**src/rtl/core/ztt_pkg.sv**
```systemverilog
// ----------------------------------------------------------------------------
// ztt_pkg
// Shared types and constants of the zone text tokenizer: item layouts,
// configuration set, byte classes and result codes.
// ----------------------------------------------------------------------------
package ztt_pkg;

    // Configuration port
    localparam int CFG_INDEX_W = 3;
    localparam int CFG_DATA_W  = 24;

    localparam logic [CFG_INDEX_W-1:0] CFG_STRING_OPEN    = 3'd0;
    localparam logic [CFG_INDEX_W-1:0] CFG_STRING_CLOSE   = 3'd1;
    localparam logic [CFG_INDEX_W-1:0] CFG_GROUP_OPEN     = 3'd2;
    localparam logic [CFG_INDEX_W-1:0] CFG_GROUP_CLOSE    = 3'd3;
    localparam logic [CFG_INDEX_W-1:0] CFG_COMMENT_CHAR   = 3'd4;
    localparam logic [CFG_INDEX_W-1:0] CFG_ESC_BYTE       = 3'd5;
    localparam logic [CFG_INDEX_W-1:0] CFG_BLANK_CHARS    = 3'd6;
    localparam logic [CFG_INDEX_W-1:0] CFG_SPLIT_ON_QUOTE = 3'd7;

    localparam logic [7:0]  RST_STRING_OPEN    = 8'd34;
    localparam logic [7:0]  RST_STRING_CLOSE   = 8'd34;
    localparam logic [7:0]  RST_GROUP_OPEN     = 8'd40;
    localparam logic [7:0]  RST_GROUP_CLOSE    = 8'd41;
    localparam logic [7:0]  RST_COMMENT_CHAR   = 8'd59;
    localparam logic [7:0]  RST_ESC_BYTE       = 8'd92;
    localparam logic [23:0] RST_BLANK_CHARS    = 24'h20090D;
    localparam logic        RST_SPLIT_ON_QUOTE = 1'b0;

    // Queue between classifier and state machine
    localparam int QUEUE_DEPTH_DEF = 2;

    // Character constants
    localparam logic [7:0]  CHAR_NL   = 8'd10;
    localparam logic [7:0]  CHAR_0    = 8'h30;
    localparam logic [7:0]  CHAR_2    = 8'h32;
    localparam logic [7:0]  CHAR_9    = 8'h39;
    localparam logic [12:0] BYTE_MAX  = 13'd255;

    // Token kinds
    localparam logic [1:0] KIND_WORD    = 2'd0;
    localparam logic [1:0] KIND_STRING  = 2'd1;
    localparam logic [1:0] KIND_COMMENT = 2'd2;

    // Error codes
    localparam logic [2:0] ERR_NONE          = 3'd0;
    localparam logic [2:0] ERR_GROUP         = 3'd1;
    localparam logic [2:0] ERR_STRAY_QUOTE   = 3'd2;
    localparam logic [2:0] ERR_OPEN_STRING   = 3'd3;
    localparam logic [2:0] ERR_BAD_ESCAPE    = 3'd4;
    localparam logic [2:0] ERR_ESC_AT_END    = 3'd5;
    localparam logic [2:0] ERR_GROUP_AT_END  = 3'd6;

    typedef struct packed {
        logic [7:0]  string_open;
        logic [7:0]  string_close;
        logic [7:0]  group_open;
        logic [7:0]  group_close;
        logic [7:0]  comment_char;
        logic [7:0]  esc_byte;
        logic [23:0] blank_chars;
        logic        split_on_quote;
    } cfg_t;

    typedef struct packed {
        logic [7:0] in_byte;
        logic       end_of_stream;
    } text_item_t;

    typedef struct packed {
        logic [7:0] out_byte;
        logic       byte_valid;
        logic       token_start;
        logic       token_end;
        logic [1:0] token_kind;
        logic       blank_before;
        logic       line_end;
        logic [2:0] error_code;
    } token_item_t;

    // Classified byte: raw match flags, priority is applied by the back end
    typedef struct packed {
        logic [7:0] chr;
        logic       eos;
        logic       is_nl;
        logic       is_esc;
        logic       is_blank;
        logic       is_cmt;
        logic       is_gclose;
        logic       is_gopen;
        logic       is_sopen;
        logic       is_sclose;
    } class_item_t;

endpackage

```
**src/rtl/core/ztt_stream_if.sv**
```systemverilog
// ----------------------------------------------------------------------------
// ztt_stream_if
// Valid/ready stream channel carrying one item per transfer.
// ----------------------------------------------------------------------------
interface ztt_stream_if #(
    parameter type T = logic
) ();

    logic valid;
    logic ready;
    T     data;

    modport source (output valid, output data, input ready);
    modport sink   (input valid, input data, output ready);

endinterface

```
**src/rtl/core/ztt_front.sv**
```systemverilog
// ----------------------------------------------------------------------------
// ztt_front
// Accepts text items and classifies each byte against the configured
// delimiter, escape, comment and blank bytes.
// ----------------------------------------------------------------------------
module ztt_front (
    input  ztt_pkg::cfg_t        cfg,
    ztt_stream_if.sink           text,
    input  logic                 queue_full,
    output logic                 push,
    output ztt_pkg::class_item_t push_item
);
    import ztt_pkg::*;

    logic [7:0] chr;

    assign chr        = text.data.in_byte;
    assign text.ready = !queue_full;
    assign push       = text.valid && !queue_full;

    always_comb
    begin
        push_item           = '0;
        push_item.chr       = chr;
        push_item.eos       = text.data.end_of_stream;
        push_item.is_nl     = (chr == CHAR_NL);
        push_item.is_esc    = (chr == cfg.esc_byte);
        push_item.is_blank  = (chr == cfg.blank_chars[7:0]) ||
                              (chr == cfg.blank_chars[15:8]) ||
                              (chr == cfg.blank_chars[23:16]);
        push_item.is_cmt    = (chr == cfg.comment_char);
        push_item.is_gclose = (chr == cfg.group_close);
        push_item.is_gopen  = (chr == cfg.group_open);
        push_item.is_sopen  = (chr == cfg.string_open);
        push_item.is_sclose = (chr == cfg.string_close);
    end

endmodule

```
**src/rtl/core/ztt_queue.sv**
```systemverilog
// ----------------------------------------------------------------------------
// ztt_queue
// Short FIFO of classified items between the front and back ends.
// ----------------------------------------------------------------------------
module ztt_queue #(
    parameter int DEPTH = ztt_pkg::QUEUE_DEPTH_DEF
) (
    input  logic                 clk,
    input  logic                 rst_n,
    input  logic                 push,
    input  ztt_pkg::class_item_t push_item,
    output logic                 full,
    input  logic                 pop,
    output ztt_pkg::class_item_t head,
    output logic                 nonempty
);
    import ztt_pkg::*;

    localparam int PTR_W = (DEPTH > 1) ? $clog2(DEPTH) : 1;
    localparam int CNT_W = $clog2(DEPTH + 1);

    class_item_t      mem_reg [DEPTH];
    logic [PTR_W-1:0] wptr_reg, wptr_next;
    logic [PTR_W-1:0] rptr_reg, rptr_next;
    logic [CNT_W-1:0] count_reg, count_next;

    assign full     = (count_reg == CNT_W'(DEPTH));
    assign nonempty = (count_reg != '0);
    assign head     = mem_reg[rptr_reg];

    always_comb
    begin
        wptr_next  = wptr_reg;
        rptr_next  = rptr_reg;
        count_next = count_reg;
        if (push)
        begin
            wptr_next = (wptr_reg == PTR_W'(DEPTH - 1)) ? '0 : wptr_reg + 1'b1;
        end
        if (pop)
        begin
            rptr_next = (rptr_reg == PTR_W'(DEPTH - 1)) ? '0 : rptr_reg + 1'b1;
        end
        case ({push, pop})
            2'b10:   count_next = count_reg + 1'b1;
            2'b01:   count_next = count_reg - 1'b1;
            default: count_next = count_reg;
        endcase
    end

    always_ff @(posedge clk or negedge rst_n)
    begin
        if (!rst_n)
        begin
            wptr_reg  <= '0;
            rptr_reg  <= '0;
            count_reg <= '0;
        end
        else
        begin
            wptr_reg  <= wptr_next;
            rptr_reg  <= rptr_next;
            count_reg <= count_next;
        end
    end

    always_ff @(posedge clk)
    begin
        if (push)
        begin
            mem_reg[wptr_reg] <= push_item;
        end
    end

endmodule

```
**src/rtl/core/ztt_back.sv**
```systemverilog
// ----------------------------------------------------------------------------
// ztt_back
// Character state machine: words, strings, comments, escapes and groups.
// One classified item per cycle unless the token output stalls, result held in an output register.
// ----------------------------------------------------------------------------
module ztt_back (
    input  logic                 clk,
    input  logic                 rst_n,
    input  logic                 split_on_quote,
    input  ztt_pkg::class_item_t head,
    input  logic                 nonempty,
    output logic                 pop,
    ztt_stream_if.source         token
);
    import ztt_pkg::*;

    localparam logic [2:0] MODE_IDLE = 3'd0;
    localparam logic [2:0] MODE_WORD = 3'd1;
    localparam logic [2:0] MODE_STR  = 3'd2;
    localparam logic [2:0] MODE_CMT  = 3'd3;
    localparam logic [2:0] MODE_ESC  = 3'd4;
    localparam logic [2:0] MODE_DIG1 = 3'd5;
    localparam logic [2:0] MODE_DIG2 = 3'd6;

    logic [2:0]  mode_reg, mode_next;
    logic        owner_reg, owner_next;     // 1: escape belongs to a string
    logic        group_reg, group_next;
    logic [8:0]  evalue_reg, evalue_next;
    logic        blank_reg, blank_next;
    logic        tok_valid_reg;
    token_item_t tok_data_reg;

    token_item_t res;
    logic [2:0]  err;
    logic        run_idle;
    logic        is_digit;
    logic        is_low_digit;
    logic [12:0] ev_sum;
    logic [2:0]  esc_back;

    assign pop         = nonempty && (!tok_valid_reg || token.ready);
    assign token.valid = tok_valid_reg;
    assign token.data  = tok_data_reg;

    assign is_digit     = (head.chr >= CHAR_0) && (head.chr <= CHAR_9);
    assign is_low_digit = (head.chr >= CHAR_0) && (head.chr <= CHAR_2);
    assign ev_sum       = ({4'd0, evalue_reg} << 3) + ({4'd0, evalue_reg} << 1) +
                          {5'd0, head.chr - CHAR_0};
    assign esc_back     = owner_reg ? MODE_STR : MODE_WORD;

    always_comb
    begin
        res         = '0;
        err         = ERR_NONE;
        run_idle    = 1'b0;
        mode_next   = mode_reg;
        owner_next  = owner_reg;
        group_next  = group_reg;
        evalue_next = evalue_reg;
        blank_next  = blank_reg;

        if (head.eos)
        begin
            case (mode_reg)
                MODE_STR:             err = ERR_OPEN_STRING;
                MODE_ESC:             err = ERR_ESC_AT_END;
                MODE_DIG1, MODE_DIG2: err = ERR_BAD_ESCAPE;
                default:
                begin
                    if (group_reg)
                    begin
                        err = ERR_GROUP_AT_END;
                    end
                    else
                    begin
                        if (mode_reg inside {MODE_WORD, MODE_CMT})
                        begin
                            res.token_end  = 1'b1;
                            res.token_kind = (mode_reg == MODE_CMT) ? KIND_COMMENT : KIND_WORD;
                            res.line_end   = 1'b1;
                        end
                        mode_next   = MODE_IDLE;
                        evalue_next = '0;
                        blank_next  = 1'b0;
                    end
                end
            endcase
        end
        else
        begin
            case (mode_reg)
                MODE_WORD:
                begin
                    res.token_kind = KIND_WORD;
                    if (head.is_esc)
                    begin
                        owner_next = 1'b0;
                        mode_next  = MODE_ESC;
                    end
                    else if (!(head.is_nl || head.is_blank || head.is_cmt ||
                               head.is_gclose || head.is_gopen || head.is_sopen))
                    begin
                        res.out_byte   = head.chr;
                        res.byte_valid = 1'b1;
                    end
                    else if (head.is_sopen && !split_on_quote)
                    begin
                        err = ERR_STRAY_QUOTE;
                    end
                    else
                    begin
                        res.token_end = 1'b1;
                        mode_next     = MODE_IDLE;
                        if (head.is_blank && !head.is_nl)
                        begin
                            blank_next = 1'b1;
                        end
                        else
                        begin
                            run_idle = 1'b1;    // ending byte may start a token
                        end
                    end
                end
                MODE_STR:
                begin
                    res.token_kind = KIND_STRING;
                    if (head.is_sclose)
                    begin
                        res.token_end = 1'b1;
                        mode_next     = MODE_IDLE;
                    end
                    else if (head.is_esc)
                    begin
                        owner_next = 1'b1;
                        mode_next  = MODE_ESC;
                    end
                    else if (head.is_nl)
                    begin
                        err = ERR_OPEN_STRING;
                    end
                    else
                    begin
                        res.out_byte   = head.chr;
                        res.byte_valid = 1'b1;
                    end
                end
                MODE_CMT:
                begin
                    res.token_kind = KIND_COMMENT;
                    if (head.is_nl)
                    begin
                        res.token_end = 1'b1;
                        mode_next     = MODE_IDLE;
                        if (group_reg)
                        begin
                            blank_next = 1'b1;
                        end
                        else
                        begin
                            res.line_end = 1'b1;
                            blank_next   = 1'b0;
                        end
                    end
                    else
                    begin
                        res.out_byte   = head.chr;
                        res.byte_valid = 1'b1;
                    end
                end
                MODE_ESC:
                begin
                    res.token_kind = owner_reg ? KIND_STRING : KIND_WORD;
                    if (is_low_digit)
                    begin
                        evalue_next = {1'b0, head.chr - CHAR_0};
                        mode_next   = MODE_DIG1;
                    end
                    else
                    begin
                        res.out_byte   = head.chr;
                        res.byte_valid = 1'b1;
                        mode_next      = esc_back;
                    end
                end
                MODE_DIG1:
                begin
                    res.token_kind = owner_reg ? KIND_STRING : KIND_WORD;
                    if (!is_digit)
                    begin
                        err = ERR_BAD_ESCAPE;
                    end
                    else
                    begin
                        evalue_next = ev_sum[8:0];
                        mode_next   = MODE_DIG2;
                    end
                end
                MODE_DIG2:
                begin
                    res.token_kind = owner_reg ? KIND_STRING : KIND_WORD;
                    if (!is_digit || (ev_sum > BYTE_MAX))
                    begin
                        err = ERR_BAD_ESCAPE;
                    end
                    else
                    begin
                        res.out_byte   = ev_sum[7:0];
                        res.byte_valid = 1'b1;
                        evalue_next    = '0;
                        mode_next      = esc_back;
                    end
                end
                default: run_idle = 1'b1;
            endcase

            if (run_idle)
            begin
                if (head.is_nl)
                begin
                    if (group_next)
                    begin
                        blank_next = 1'b1;
                    end
                    else
                    begin
                        res.line_end = 1'b1;
                        blank_next   = 1'b0;
                    end
                end
                else if (head.is_esc)
                begin
                    res.token_start  = 1'b1;
                    res.token_kind   = KIND_WORD;
                    res.blank_before = blank_next;
                    blank_next       = 1'b0;
                    owner_next       = 1'b0;
                    mode_next        = MODE_ESC;
                end
                else if (head.is_blank)
                begin
                    blank_next = 1'b1;
                end
                else if (head.is_cmt)
                begin
                    res.token_start  = 1'b1;
                    res.token_kind   = KIND_COMMENT;
                    res.blank_before = blank_next;
                    blank_next       = 1'b0;
                    res.out_byte     = head.chr;
                    res.byte_valid   = 1'b1;
                    mode_next        = MODE_CMT;
                end
                else if (head.is_gclose)
                begin
                    if (group_next)
                    begin
                        group_next = 1'b0;
                    end
                    else
                    begin
                        err = ERR_GROUP;
                    end
                end
                else if (head.is_gopen)
                begin
                    if (!group_next)
                    begin
                        group_next = 1'b1;
                    end
                    else
                    begin
                        err = ERR_GROUP;
                    end
                end
                else if (head.is_sopen)
                begin
                    res.token_start  = 1'b1;
                    res.token_kind   = KIND_STRING;
                    res.blank_before = blank_next;
                    blank_next       = 1'b0;
                    mode_next        = MODE_STR;
                end
                else
                begin
                    res.token_start  = 1'b1;
                    res.token_kind   = KIND_WORD;
                    res.blank_before = blank_next;
                    blank_next       = 1'b0;
                    res.out_byte     = head.chr;
                    res.byte_valid   = 1'b1;
                    mode_next        = MODE_WORD;
                end
            end
        end

        // any error abandons the token and clears the group
        if (err != ERR_NONE)
        begin
            res            = '0;
            res.error_code = err;
            mode_next      = MODE_IDLE;
            owner_next     = 1'b0;
            group_next     = 1'b0;
            evalue_next    = '0;
            blank_next     = 1'b0;
        end
    end

    always_ff @(posedge clk or negedge rst_n)
    begin
        if (!rst_n)
        begin
            mode_reg      <= MODE_IDLE;
            owner_reg     <= 1'b0;
            group_reg     <= 1'b0;
            evalue_reg    <= '0;
            blank_reg     <= 1'b0;
            tok_valid_reg <= 1'b0;
        end
        else
        begin
            if (pop)
            begin
                mode_reg   <= mode_next;
                owner_reg  <= owner_next;
                group_reg  <= group_next;
                evalue_reg <= evalue_next;
                blank_reg  <= blank_next;
            end
            if (pop)
            begin
                tok_valid_reg <= 1'b1;
            end
            else if (token.ready)
            begin
                tok_valid_reg <= 1'b0;
            end
        end
    end

    always_ff @(posedge clk)
    begin
        if (pop)
        begin
            tok_data_reg <= res;
        end
    end

`ifndef SYNTHESIS
    a_err_clears_state: assert property (@(posedge clk) disable iff (!rst_n)
        pop && (err != ERR_NONE) |=> (mode_reg == MODE_IDLE) && !group_reg && !blank_reg)
        else $error("error item left scanner state behind");

    a_err_result_bare: assert property (@(posedge clk) disable iff (!rst_n)
        tok_valid_reg && (tok_data_reg.error_code != ERR_NONE) |->
            !tok_data_reg.byte_valid && !tok_data_reg.token_start &&
            !tok_data_reg.token_end && !tok_data_reg.line_end)
        else $error("error result carries token marks");

    a_blank_needs_start: assert property (@(posedge clk) disable iff (!rst_n)
        tok_valid_reg && tok_data_reg.blank_before |-> tok_data_reg.token_start)
        else $error("blank_before without token_start");

    a_no_eol_in_group: assert property (@(posedge clk) disable iff (!rst_n)
        pop && res.line_end |-> !group_reg)
        else $error("line end reported inside open group");

    a_pop_lands: assert property (@(posedge clk) disable iff (!rst_n)
        pop |=> tok_valid_reg)
        else $error("popped item not presented at output");
`endif

endmodule

```
**src/rtl/core/zone_text_tokenizer_core.sv**
```systemverilog
// An accepted text item is written into the queue, then popped into the output
// register. Throughput: one item per cycle while the token output is not stalled,
// set by the back-end character state machine taking one classified byte per cycle.
// Reset: asynchronous, active low; configuration returns to its defaults, the
// scanner goes idle with no group open, and the queue and output register empty.
// ----------------------------------------------------------------------------
// zone_text_tokenizer_core
// Zone text tokenizer: configuration registers, byte classifier front end,
// item queue and character state machine back end.
// ----------------------------------------------------------------------------
module zone_text_tokenizer_core #(
    parameter int QUEUE_DEPTH = ztt_pkg::QUEUE_DEPTH_DEF
) (
    input  logic                             clk,
    input  logic                             rst_n,
    input  logic                             cfg_we,
    input  logic [ztt_pkg::CFG_INDEX_W-1:0]  cfg_index,
    input  logic [ztt_pkg::CFG_DATA_W-1:0]   cfg_data,
    ztt_stream_if.sink                       text,
    ztt_stream_if.source                     token
);
    import ztt_pkg::*;

    cfg_t        cfg_reg, cfg_next;
    logic        push;
    class_item_t push_item;
    logic        queue_full;
    logic        pop;
    class_item_t head;
    logic        nonempty;

    always_comb
    begin
        cfg_next = cfg_reg;
        if (cfg_we)
        begin
            case (cfg_index)
                CFG_STRING_OPEN:    cfg_next.string_open    = cfg_data[7:0];
                CFG_STRING_CLOSE:   cfg_next.string_close   = cfg_data[7:0];
                CFG_GROUP_OPEN:     cfg_next.group_open     = cfg_data[7:0];
                CFG_GROUP_CLOSE:    cfg_next.group_close    = cfg_data[7:0];
                CFG_COMMENT_CHAR:   cfg_next.comment_char   = cfg_data[7:0];
                CFG_ESC_BYTE:       cfg_next.esc_byte       = cfg_data[7:0];
                CFG_BLANK_CHARS:    cfg_next.blank_chars    = cfg_data[23:0];
                CFG_SPLIT_ON_QUOTE: cfg_next.split_on_quote = cfg_data[0];
                default:            cfg_next = cfg_reg;
            endcase
        end
    end

    always_ff @(posedge clk or negedge rst_n)
    begin
        if (!rst_n)
        begin
            cfg_reg.string_open    <= RST_STRING_OPEN;
            cfg_reg.string_close   <= RST_STRING_CLOSE;
            cfg_reg.group_open     <= RST_GROUP_OPEN;
            cfg_reg.group_close    <= RST_GROUP_CLOSE;
            cfg_reg.comment_char   <= RST_COMMENT_CHAR;
            cfg_reg.esc_byte       <= RST_ESC_BYTE;
            cfg_reg.blank_chars    <= RST_BLANK_CHARS;
            cfg_reg.split_on_quote <= RST_SPLIT_ON_QUOTE;
        end
        else
        begin
            cfg_reg <= cfg_next;
        end
    end

    ztt_front u_front (
        .cfg        (cfg_reg),
        .text       (text),
        .queue_full (queue_full),
        .push       (push),
        .push_item  (push_item)
    );

    ztt_queue #(
        .DEPTH (QUEUE_DEPTH)
    ) u_queue (
        .clk       (clk),
        .rst_n     (rst_n),
        .push      (push),
        .push_item (push_item),
        .full      (queue_full),
        .pop       (pop),
        .head      (head),
        .nonempty  (nonempty)
    );

    ztt_back u_back (
        .clk            (clk),
        .rst_n          (rst_n),
        .split_on_quote (cfg_reg.split_on_quote),
        .head           (head),
        .nonempty       (nonempty),
        .pop            (pop),
        .token          (token)
    );

endmodule

```
**src/flat_wrapper.sv**
```systemverilog
// flat-port wrapper written by rule: the top's interface ports become plain ports
module zone_text_tokenizer_core_flat import ztt_pkg::*;
#(
    parameter int QUEUE_DEPTH = ztt_pkg::QUEUE_DEPTH_DEF
)
  (clk, rst_n, cfg_we, cfg_index, cfg_data, text_valid, text_data, text_ready, token_valid, token_data, token_ready);
  ztt_stream_if #(.T(text_item_t)) text_i ();
  ztt_stream_if #(.T(token_item_t)) token_i ();
  input  logic clk;
  input  logic rst_n;
  input  logic cfg_we;
  input  logic [ztt_pkg::CFG_INDEX_W-1:0] cfg_index;
  input  logic [ztt_pkg::CFG_DATA_W-1:0] cfg_data;
  input wire logic [$bits(text_i.valid)-1:0] text_valid;
  input wire logic [$bits(text_i.data)-1:0] text_data;
  output wire logic [$bits(text_i.ready)-1:0] text_ready;
  output wire logic [$bits(token_i.valid)-1:0] token_valid;
  output wire logic [$bits(token_i.data)-1:0] token_data;
  input wire logic [$bits(token_i.ready)-1:0] token_ready;
  assign text_i.valid = text_valid;
  assign text_i.data = text_data;
  assign text_ready = text_i.ready;
  assign token_valid = token_i.valid;
  assign token_data = token_i.data;
  assign token_i.ready = token_ready;
  zone_text_tokenizer_core #(.QUEUE_DEPTH(QUEUE_DEPTH)) u_core (.clk(clk), .rst_n(rst_n), .cfg_we(cfg_we), .cfg_index(cfg_index), .cfg_data(cfg_data), .text(text_i), .token(token_i));
endmodule
```
**config.mk**
```make
export PLATFORM = sky130hd
export DESIGN_NAME = zone_text_tokenizer_core_flat
export DESIGN_NICKNAME = d
export VERILOG_FILES = /design/src/rtl/core/ztt_pkg.sv /design/src/rtl/core/ztt_stream_if.sv /design/src/rtl/core/ztt_front.sv /design/src/rtl/core/ztt_queue.sv /design/src/rtl/core/ztt_back.sv /design/src/rtl/core/zone_text_tokenizer_core.sv /design/src/flat_wrapper.sv
export SDC_FILE = /design/constraint.sdc
export NUM_CORES = 1
export LEC_CHECK = 0
export ABC_AREA = 1
export BUFFER_PORTS_ARGS = -buffer_cell sky130_fd_sc_hd__buf_2
export CELL_PAD_IN_SITES_DETAIL_PLACEMENT = 1
export CELL_PAD_IN_SITES_GLOBAL_PLACEMENT = 1
export CORE_ASPECT_RATIO = 0.8
export CORE_MARGIN = 5
export CORE_UTILIZATION = 47
export DETAILED_ROUTE_END_ITERATION = 10
export GPL_TIMING_DRIVEN = 1
export MAX_ROUTING_LAYER = met4
export PLACE_DENSITY = 0.79
export SKIP_CTS_REPAIR_TIMING = 1
export SLEW_MARGIN = 10
export SYNTH_ARGS = -nofsm -noshare
export SYNTH_HDL_FRONTEND = slang
export SYNTH_SLANG_ARGS = --single-unit
```
**constraint.sdc**
```tcl
create_clock -name clk -period 4.5 [get_ports clk]
set_input_delay 0.45 -clock clk [delete_from_list [all_inputs] [get_ports clk]]
set_output_delay 0.45 -clock clk [all_outputs]
set_load 0.02 [all_outputs]
```
==> results.md, run 1 <==
* Max incr delay on CP at 0.55 ns
* Vias in the first global route at 7070
* Total Nets Final at 1039
* Final setup vio count at 0
* Maxcap violations at 0
* CTS tree: yes
* CP Launch Type: flip-flop
* Tcrit/Tclk final at 92.3%
* Crit Path Class: flip-flop to flip-flop
* Initial antenna violation count at 0
* VDD IR-drop max at 512 uV
* Most common cell after layout, fill and taps aside: nand2_1
* Drt pass-1 iters at 4
* Register bit count reported by yosys at 145
* Post-route DRC at 0
* P_sw at 2.58 mW
* Drt initial violations at 474
* Critical path's top delay family: simple AND/OR/NAND/NOR gates
* Clk slew on worst S/H paths at 0.07 ns
* Antenna-violating nets left at 0
* Top FF cell, synth: dfrtp_1
* CP required at 4.77 ns
* Area growth syn-to-layout at 14.0%
* Core Area at 16700 um2
* Clock network fraction of total power at 23.5%
* Util after Layout at 55.2%
* First-pass GRT wire length at 38400 um
* Cells after Synth at 914
* RSZ-0062 raised after global routing: no
* Die Y at 127 um
* Synth Cell Area at 8090 um2
* Max clock buf depth at 2
* Share of post-route cells with drive strength above 1 at 18.7%
* Seq/Total Area, Yosys at 48.5%
* Tightest Pin Transition at 1.12 ns
* N_diodes at 0
* Max Slew Vio Count at 0
* Hold crit path type: input pin to asynchronous set/reset pin
* Inserted Clock Buffers at 17
* RePlAce Congestion at 0.941
* Rel. slew slack at 24.9%
* Row cnt at 42
* Via count at 6753
* Synth warnings at 0
* Vias per inst at 5.58
* # IOs at 61
* Die area at 19900 um2
* Minimum clock period after layout at 4.15 ns
* Final hold vios at 0
* Critical Path Most Common Cell: nand2_1
* Share of the synthesized area in the top cell type at 21.3%
* Clk sinks at 145
* CP Max Fanout at 10
* Max reg flops at 73
* Total congestion overflow at 0
* Crit. End Element: flip-flop
* Status: complete, no violations
* Clk root buf: clkbuf_16
* Sequential power share at 33.2%
* Port bufs at 60
* Fill cells at 1980
* Number of synthesized flops with an enable pin at 52
* Synth area leader: dfrtp_1
* All-Layer GR Usage at 25.7%
* CP Buf/Inv Count at 5
* Sw Ratio at 43.3%
* Leakage at 4.17 nW
* CP arrival at 4.43 ns
* Pwr/cell area at 645 nW/um2
* DP HPWL at 17500 um
* Area contributors post-synth: dfrtp_1 (21%), edfxtp_1 (19%), nand2_1 (11%), dfstp_2 (7.8%), xnor2_1 (6.8%)
* Syn_nets at 976
* Initial Util at 48.4%
* Max Clock Skew at 0.00860 ns
* Most frequent cells in the layout: nand2_1 (234), inv_1 (83), o21ai_0 (79), dfrtp_1 (68), xnor2_1 (63)
* Wirelength per Cell at 19.9 um
* Setup TNS at 0 ns
* Gate power share at 43.3%
* Largest net degree at the start of global routing at 65
* Area of the multi-input gates at 3750 um2
* Clk Latency, worst-skew pair at 0.43 ns
* CP max-delay cell: fa_1
* Fmax achieved at 241 MHz
* Synthesized area per cell at 8.85 um2
* Register area at 3920 um2
* Wirelength, routed at 24100 um
* H-tree lvl count at 4
* Internal power at 3.37 mW
* Unique masters post-synth at 50
* DIE WIDTH at 157 um
* Post-synthesis async set-or-reset flop share at 64.1%
layout make-up:
type                            instances  area share [%]
Clock inverter                         14            1.33
Timing Repair Buffer                   68            3.94
Inverter                               88            3.72
Tap cell                              220            2.99
Clock buffer                           18            4.89
Multi-Input combinational cell        657            40.6
Sequential cell                       145            42.5
final timing paths:
path                                                      from                                         end  slack [ns]  depth (start not counted)
max                        u_core.u_queue.rptr_reg$_DFFE_PN0P_  u_core.u_back.token.data[12]$_SDFFCE_PP0P_        0.35                         25
min                                                      rst_n              u_core.cfg_reg[23]$_DFFE_PN0P_        0.09                          1
max reg2reg                u_core.u_queue.rptr_reg$_DFFE_PN0P_  u_core.u_back.token.data[12]$_SDFFCE_PP0P_        0.35                         25
min reg2reg                     u_core.cfg_reg[66]$_DFFE_PN1P_              u_core.cfg_reg[66]$_DFFE_PN1P_        0.50                          2
max in group asynchronous                                rst_n              u_core.cfg_reg[12]$_DFFE_PN1P_        3.43                          2
min in group clk                                   token_ready       u_core.u_back.token.valid$_DFFE_PN0P_        0.23                          2
kinds of logic after synthesis:
| family | after synthesis | share of synthesized area, % |
|---|---|---|
| buf+inv | 112 | 5.66 |
| simple gates | 417 | 22.9 |
| flops | 145 | 48.5 |
| compound gates | 131 | 9.13 |
| mux | 16 | 2.23 |
| fa+ha+maj | 21 | 3.81 |
| xor+xnor | 72 | 7.80 |
routing by layer:
metal / track usage (%) / share of wire (%) / vias to the layer above
met3: 4.77 / 4.7 / 28
met5: - / 0 / -
met2: 40.7 / 48 / 155
met1: 34.9 / 46 / 3390
met4: 5.61 / 1.1 / 0
li1: - / - / 3180
per-stage QoR:
| stage | setup WS (ns) | power, mW | cell area, um2 | hold slack, ns | std cells |
|---|---|---|---|---|---|
| final | 0.346 | 5.95 | 9220 | 0.0940 | 1210 |
| after global routing | 0.0290 | 6.32 | 9220 | 0.145 | 1210 |
| after CTS | 0.0719 | 5.92 | 9180 | 0.120 | 1210 |
| after detailed placement | 0.179 | 4.49 | 8610 | 0.491 | 1178 |
| after global placement | 0.421 | 4.38 | 8610 | 0.467 | 1178 |
| after floorplan | 0.754 | 3.72 | 8090 | 0.154 | 914 |
synthesized netlist by cell type, types with 2 or more instances:
cell,instances
nand2_1,234
inv_1,83
o21ai_0,79
dfrtp_1,69
xnor2_1,63
nor2_1,62
edfxtp_1,52
nand3_1,43
nand4_1,32
dfstp_2,24
a21oi_1,20
mux2_2,16
clkbuf_1,15
ha_1,15
nand2_2,10
xor2_1,9
nor3_1,8
a31oi_1,6
fa_1,6
nor2_2,6
o21ai_1,6
buf_6,4
inv_2,4
nand3_2,4
o211ai_1,4
or2_2,4
buf_1,3
nor4_1,3
a22oi_1,2
buf_2,2
nand2_4,2
nor2_4,2
nor3b_1,2
o2111ai_1,2
o21ai_2,2
o221ai_1,2
power groups by stage:
stage / combinational, mW / sequential (mW) / clock (mW)
floorplan: 1.69 / 2.03 / 0
global placement: 2.41 / 1.97 / 0
detailed placement: 2.50 / 1.99 / 0
CTS: 2.53 / 1.98 / 1.42
global route: 2.84 / 2.01 / 1.48
finish: 2.57 / 1.98 / 1.40
No activity file was read; power rests on OpenSTA's default activity.
==> run 2: changes to the inputs <==
--- a/config.mk
+++ b/config.mk
@@ -14,8 +14,7 @@
 export CORE_UTILIZATION = 47
 export DETAILED_ROUTE_END_ITERATION = 10
 export GPL_TIMING_DRIVEN = 1
-export MAX_ROUTING_LAYER = met4
-export PLACE_DENSITY = 0.79
+export PLACE_DENSITY_LB_ADDON = 0.1
 export SKIP_CTS_REPAIR_TIMING = 1
 export SLEW_MARGIN = 10
 export SYNTH_ARGS = -nofsm -noshare
==> run 2 against run 1 <==
Effect of this change: register-to-register slack got worse by 0.03 ns; worst hold slack improved by 0.079 ns; fmax fell by 0.61%; routed wire length fell by 5.0%; largest power group unchanged.
==> results.md, run 2 (same netlist as run 1, synthesis figures left out) <==
* Area after DPL at 8600 um2
* Clk root buf: clkbuf_16
* Initial antenna violation count at 0
* Tightest Pin Transition at 1.18 ns
* Rel. slew slack at 21.2%
* CP required at 4.76 ns
* Placed cells at 1177
* Total congestion overflow at 0
* Max Clock Skew at 0.00874 ns
* Worst slack, placed at 0.220 ns
* Port bufs at 60
* Critical Path Most Common Cell: nand2_1
* Final hold vios at 0
* Crit. End Element: flip-flop
* Inserted Clock Buffers at 17
* Worst Setup SP: u_core.u_queue.rptr_reg$_DFFE_PN0P_
* Final Hold Slack at 0.173 ns
* H-tree lvl count at 4
* CP Max Fanout at 10
* Share of post-route cells with drive strength above 1 at 18.3%
* Vias per inst at 5.48
* Total Nets Final at 1039
* Die area at 19900 um2
* Final instance area at 9250 um2
* Post-route DRC at 0
* N_diodes at 0
* Fill cells at 2015
* Fmax achieved at 239 MHz
* # IOs at 61
* CP Launch Type: flip-flop
* RePlAce Congestion at 0.913
* Vias in the first global route at 6939
* Maxcap violations at 0
* Minimum clock period after layout at 4.18 ns
* Final setup vio count at 0
* Status: complete, no violations
* Drt pass-1 iters at 5
* R2R setup slack at 0.32 ns
* CP max-delay cell: fa_1
* Max clock buf depth at 2
* Crit Path Class: flip-flop to flip-flop
* DP HPWL at 16700 um
* Hold crit path type: input pin to asynchronous set/reset pin
* First-pass GRT wire length at 37500 um
* Antenna-violating nets left at 0
* Clk slew on worst S/H paths at 0.06 ns
* Non-Filler Instances at 1210
* Wirelength, routed at 22900 um
* Max reg flops at 73
* Initial Util at 48.4%
* Core Area at 16700 um2
* Row cnt at 42
* Wirelength per Cell at 18.9 um
* CTS tree: yes
* DIE WIDTH at 157 um
* Clk sinks at 145
* Reg2reg start: u_core.u_queue.rptr_reg$_DFFE_PN0P_
* Most common cell after layout, fill and taps aside: nand2_1
* Tcrit/Tclk final at 92.9%
* VDD IR-drop max at 382 uV
* Via count at 6631
* Leakage at 4.18 nW
* All-Layer GR Usage at 23.9%
* Drt initial violations at 441
* CP arrival at 4.44 ns
* Largest net degree at the start of global routing at 72
* Most frequent cells in the layout: nand2_1 (234), inv_1 (83), o21ai_0 (79), dfrtp_1 (68), xnor2_1 (63)
* Pwr/cell area at 650 nW/um2
* Max Slew Vio Count at 0
* Max incr delay on CP at 0.55 ns
* Die Y at 127 um
* Clk Latency, worst-skew pair at 0.43 ns
* Final worst slack at 0.321 ns
* Area growth syn-to-layout at 14.4%
run 2: cell type report:
type	instances	area [um2]	area share, %
Inverter	88	343	3.71
Multi-Input combinational cell	657	3730	40.3
Sequential cell	145	3920	42.4
Clock inverter	13	154	1.66
Tap cell	220	275	2.98
Clock buffer	19	453	4.90
Timing Repair Buffer	68	375	4.06
run 2: stage by stage:
stage          TNS [ns]  power, mW  util (%)
4_1_cts               0       5.96      55.1
6_report              0       6.01      55.3
3_5_place_dp          0       4.44      51.5
3_3_place_gp          0       4.37      51.5
5_1_grt         -0.0194       6.38      55.3
2_1_floorplan         0       3.72         -
run 2: path summary, 6_finish.rpt:
kind                                                              end  cells after the start
min reg2reg                            u_core.cfg_reg[34]$_DFFE_PN1P_                      2
min in group clk                u_core.u_back.token.valid$_DFFE_PN0P_                      2
max reg2reg                u_core.u_back.token.data[14]$_SDFFCE_PP0P_                     25
max                        u_core.u_back.token.data[14]$_SDFFCE_PP0P_                     25
max in group asynchronous              u_core.cfg_reg[66]$_DFFE_PN1P_                      2
min                                    u_core.cfg_reg[23]$_DFFE_PN0P_                      1
run 2: power by group:
part           internal (mW)  leakage (nW)  total, mW  switching (mW)
logic                  0.806          2.25       2.57            1.77
registers               1.77          1.63       1.96           0.187
clock network          0.901         0.303       1.48           0.575
total                   3.48          4.18       6.01            2.53
run 2: routing by layer:
layer  vias to the layer above  GRT usage (%)  share of wire (%)
met3                        22           4.26                4.3
met2                       156           36.6                 45
met5                         -              0                  0
met1                      3288           36.0                 49
met4                         0           4.44                1.2
li1                       3165              -                  -
run 2: critical path, delay by kind of cell, from the launching register on:
family	cells	cell delay [ns]
compound gates	1	0.15
xor+xnor	1	0.20
fa+ha+maj	3	1.16
buf+inv	5	0.52
flops	1	0.45
simple gates	15	1.53
==> run 3: changes to the inputs <==
--- a/config.mk
+++ b/config.mk
@@ -12,6 +12,7 @@
 export CORE_ASPECT_RATIO = 0.8
 export CORE_MARGIN = 5
 export CORE_UTILIZATION = 47
+export CTS_BUF_LIST = sky130_fd_sc_hd__clkbuf_16
 export DETAILED_ROUTE_END_ITERATION = 10
 export GPL_TIMING_DRIVEN = 1
 export PLACE_DENSITY_LB_ADDON = 0.1
==> run 3 against run 2 <==
Effect of this change: final cell count unchanged; global-route usage fell by 0.15 points; fmax increased by 1.6%; clock-buffer cell count is 2 lower; sequential share of layout area is 0.080 points higher; highest routed layer unchanged; sequential power barely moved; register-to-register slack better by 0.06 ns; worst setup slack better by 0.065 ns; worst hold slack improved by 0.011 ns.
==> results.md, run 3 (same netlist as run 1, synthesis figures left out) <==
* Maxcap violations at 0
* CP Launch Type: flip-flop
* Pwr/cell area at 646 nW/um2
* DIE WIDTH at 157 um
* CP arrival at 4.37 ns
* CTS tree: yes
* Die area at 19900 um2
* Row cnt at 42
* Vias in the first global route at 6930
* CP Max Fanout at 10
* Util after Layout at 55.2%
* Status: complete, no violations
* Rel. slew slack at 22.6%
* R2R setup slack at 0.39 ns
* Max clock buf depth at 2
* # IOs at 61
* Tightest Pin Transition at 1.16 ns
* Total power at 5.97 mW
* RePlAce Congestion at 0.913
* Worst Setup SP: u_core.u_queue.rptr_reg$_DFFE_PN0P_
* Initial Util at 48.4%
* Tcrit/Tclk final at 91.4%
* Area growth syn-to-layout at 14.1%
* Setup TNS at 0 ns
* Clk root buf: clkbuf_16
* Drt initial violations at 470
* VDD IR-drop max at 332 uV
* Total congestion overflow at 0
* Wirelength per Cell at 18.8 um
* Reg2reg start: u_core.u_queue.rptr_reg$_DFFE_PN0P_
* DP HPWL at 16700 um
* Post-route DRC at 0
* Clk Latency, worst-skew pair at 0.42 ns
* Final Hold Slack at 0.184 ns
* Core Area at 16700 um2
* Area after DPL at 8600 um2
* Max incr delay on CP at 0.55 ns
* N_diodes at 0
* Clk slew on worst S/H paths at 0.06 ns
* Total Nets Final at 1039
* Die Y at 127 um
* Clk sinks at 145
* Via count at 6648
* H-tree lvl count at 4
* Most common cell after layout, fill and taps aside: nand2_1
* Wirelength, routed at 22800 um
* Final hold vios at 0
* Hold crit path type: input pin to asynchronous set/reset pin
* Final setup vio count at 0
* Largest net degree at the start of global routing at 72
* All-Layer GR Usage at 23.7%
* Crit. End Element: flip-flop
* Inserted Clock Buffers at 17
* Final instance area at 9230 um2
* Drt pass-1 iters at 4
* Max reg flops at 73
* Critical Path Most Common Cell: nand2_1
* Most frequent cells in the layout: nand2_1 (234), inv_1 (83), o21ai_0 (79), dfrtp_1 (68), xnor2_1 (63)
* Vias per inst at 5.49
* Antenna-violating nets left at 0
* Initial antenna violation count at 0
* Leakage at 4.17 nW
* Crit Path Class: flip-flop to flip-flop
* Share of post-route cells with drive strength above 1 at 18.2%
* Max Clock Skew at 0.00871 ns
* Fmax achieved at 243 MHz
* RSZ-0062 raised after global routing: no
* CP max-delay cell: fa_1
* Max Slew Vio Count at 0
* Minimum clock period after layout at 4.11 ns
* First-pass GRT wire length at 37400 um
* CP required at 4.76 ns
* Port bufs at 60
run 3: area by class of cell:
class | instances | area [um2]
repair buffers | 68 | 375
fillers | 2012 | 7480
well taps | 220 | 275
multi-input cells | 657 | 3730
flip-flops and latches | 145 | 3920
clock inverters | 15 | 161
inverters | 88 | 343
clock buffers | 17 | 425
run 3: power by group:
part	switching, mW	leakage [nW]	internal [mW]
Combinational	1.77	2.25	0.806
Clock	0.569	0.292	0.867
Sequential	0.185	1.63	1.77
run 3: routing by layer:
metal	global-route usage, %	up-vias	routed length, um
met2	36.7	152	10400
li1	-	3165	-
met4	4.69	0	245
met3	3.68	18	951
met1	35.7	3313	11200
met5	0	-	0
run 3: critical path, delay by kind of cell (launching register included):
kind	cells	cell delay (ns)
AO/OA/AOI/OAI	1	0.15
XOR/XNOR	1	0.20
adder cells (fa/ha/maj)	3	1.15
buffers and inverters	5	0.51
flip-flops	1	0.45
AND/OR/NAND/NOR	15	1.48
run 3: path summary, 6_finish.rpt:
path | endpoint | cells past startpoint
max in group asynchronous | u_core.cfg_reg[66]$_DFFE_PN1P_ | 2
setup / recovery | u_core.u_back.token.data[14]$_SDFFCE_PP0P_ | 25
hold reg to reg | u_core.cfg_reg[46]$_DFFE_PN1P_ | 2
hold / removal | u_core.cfg_reg[24]$_DFFE_PN0P_ | 1
setup reg to reg | u_core.u_back.token.data[14]$_SDFFCE_PP0P_ | 25
min in group clk | u_core.u_back.token.valid$_DFFE_PN0P_ | 2
run 3: metrics by stage:
stage | cells | worst slack [ns]
after floorplan | 914 | 0.754
after global placement | 1177 | 0.379
after detailed placement | 1177 | 0.220
after CTS | 1209 | 0.107
after global routing | 1210 | 0.0443
final | 1210 | 0.386
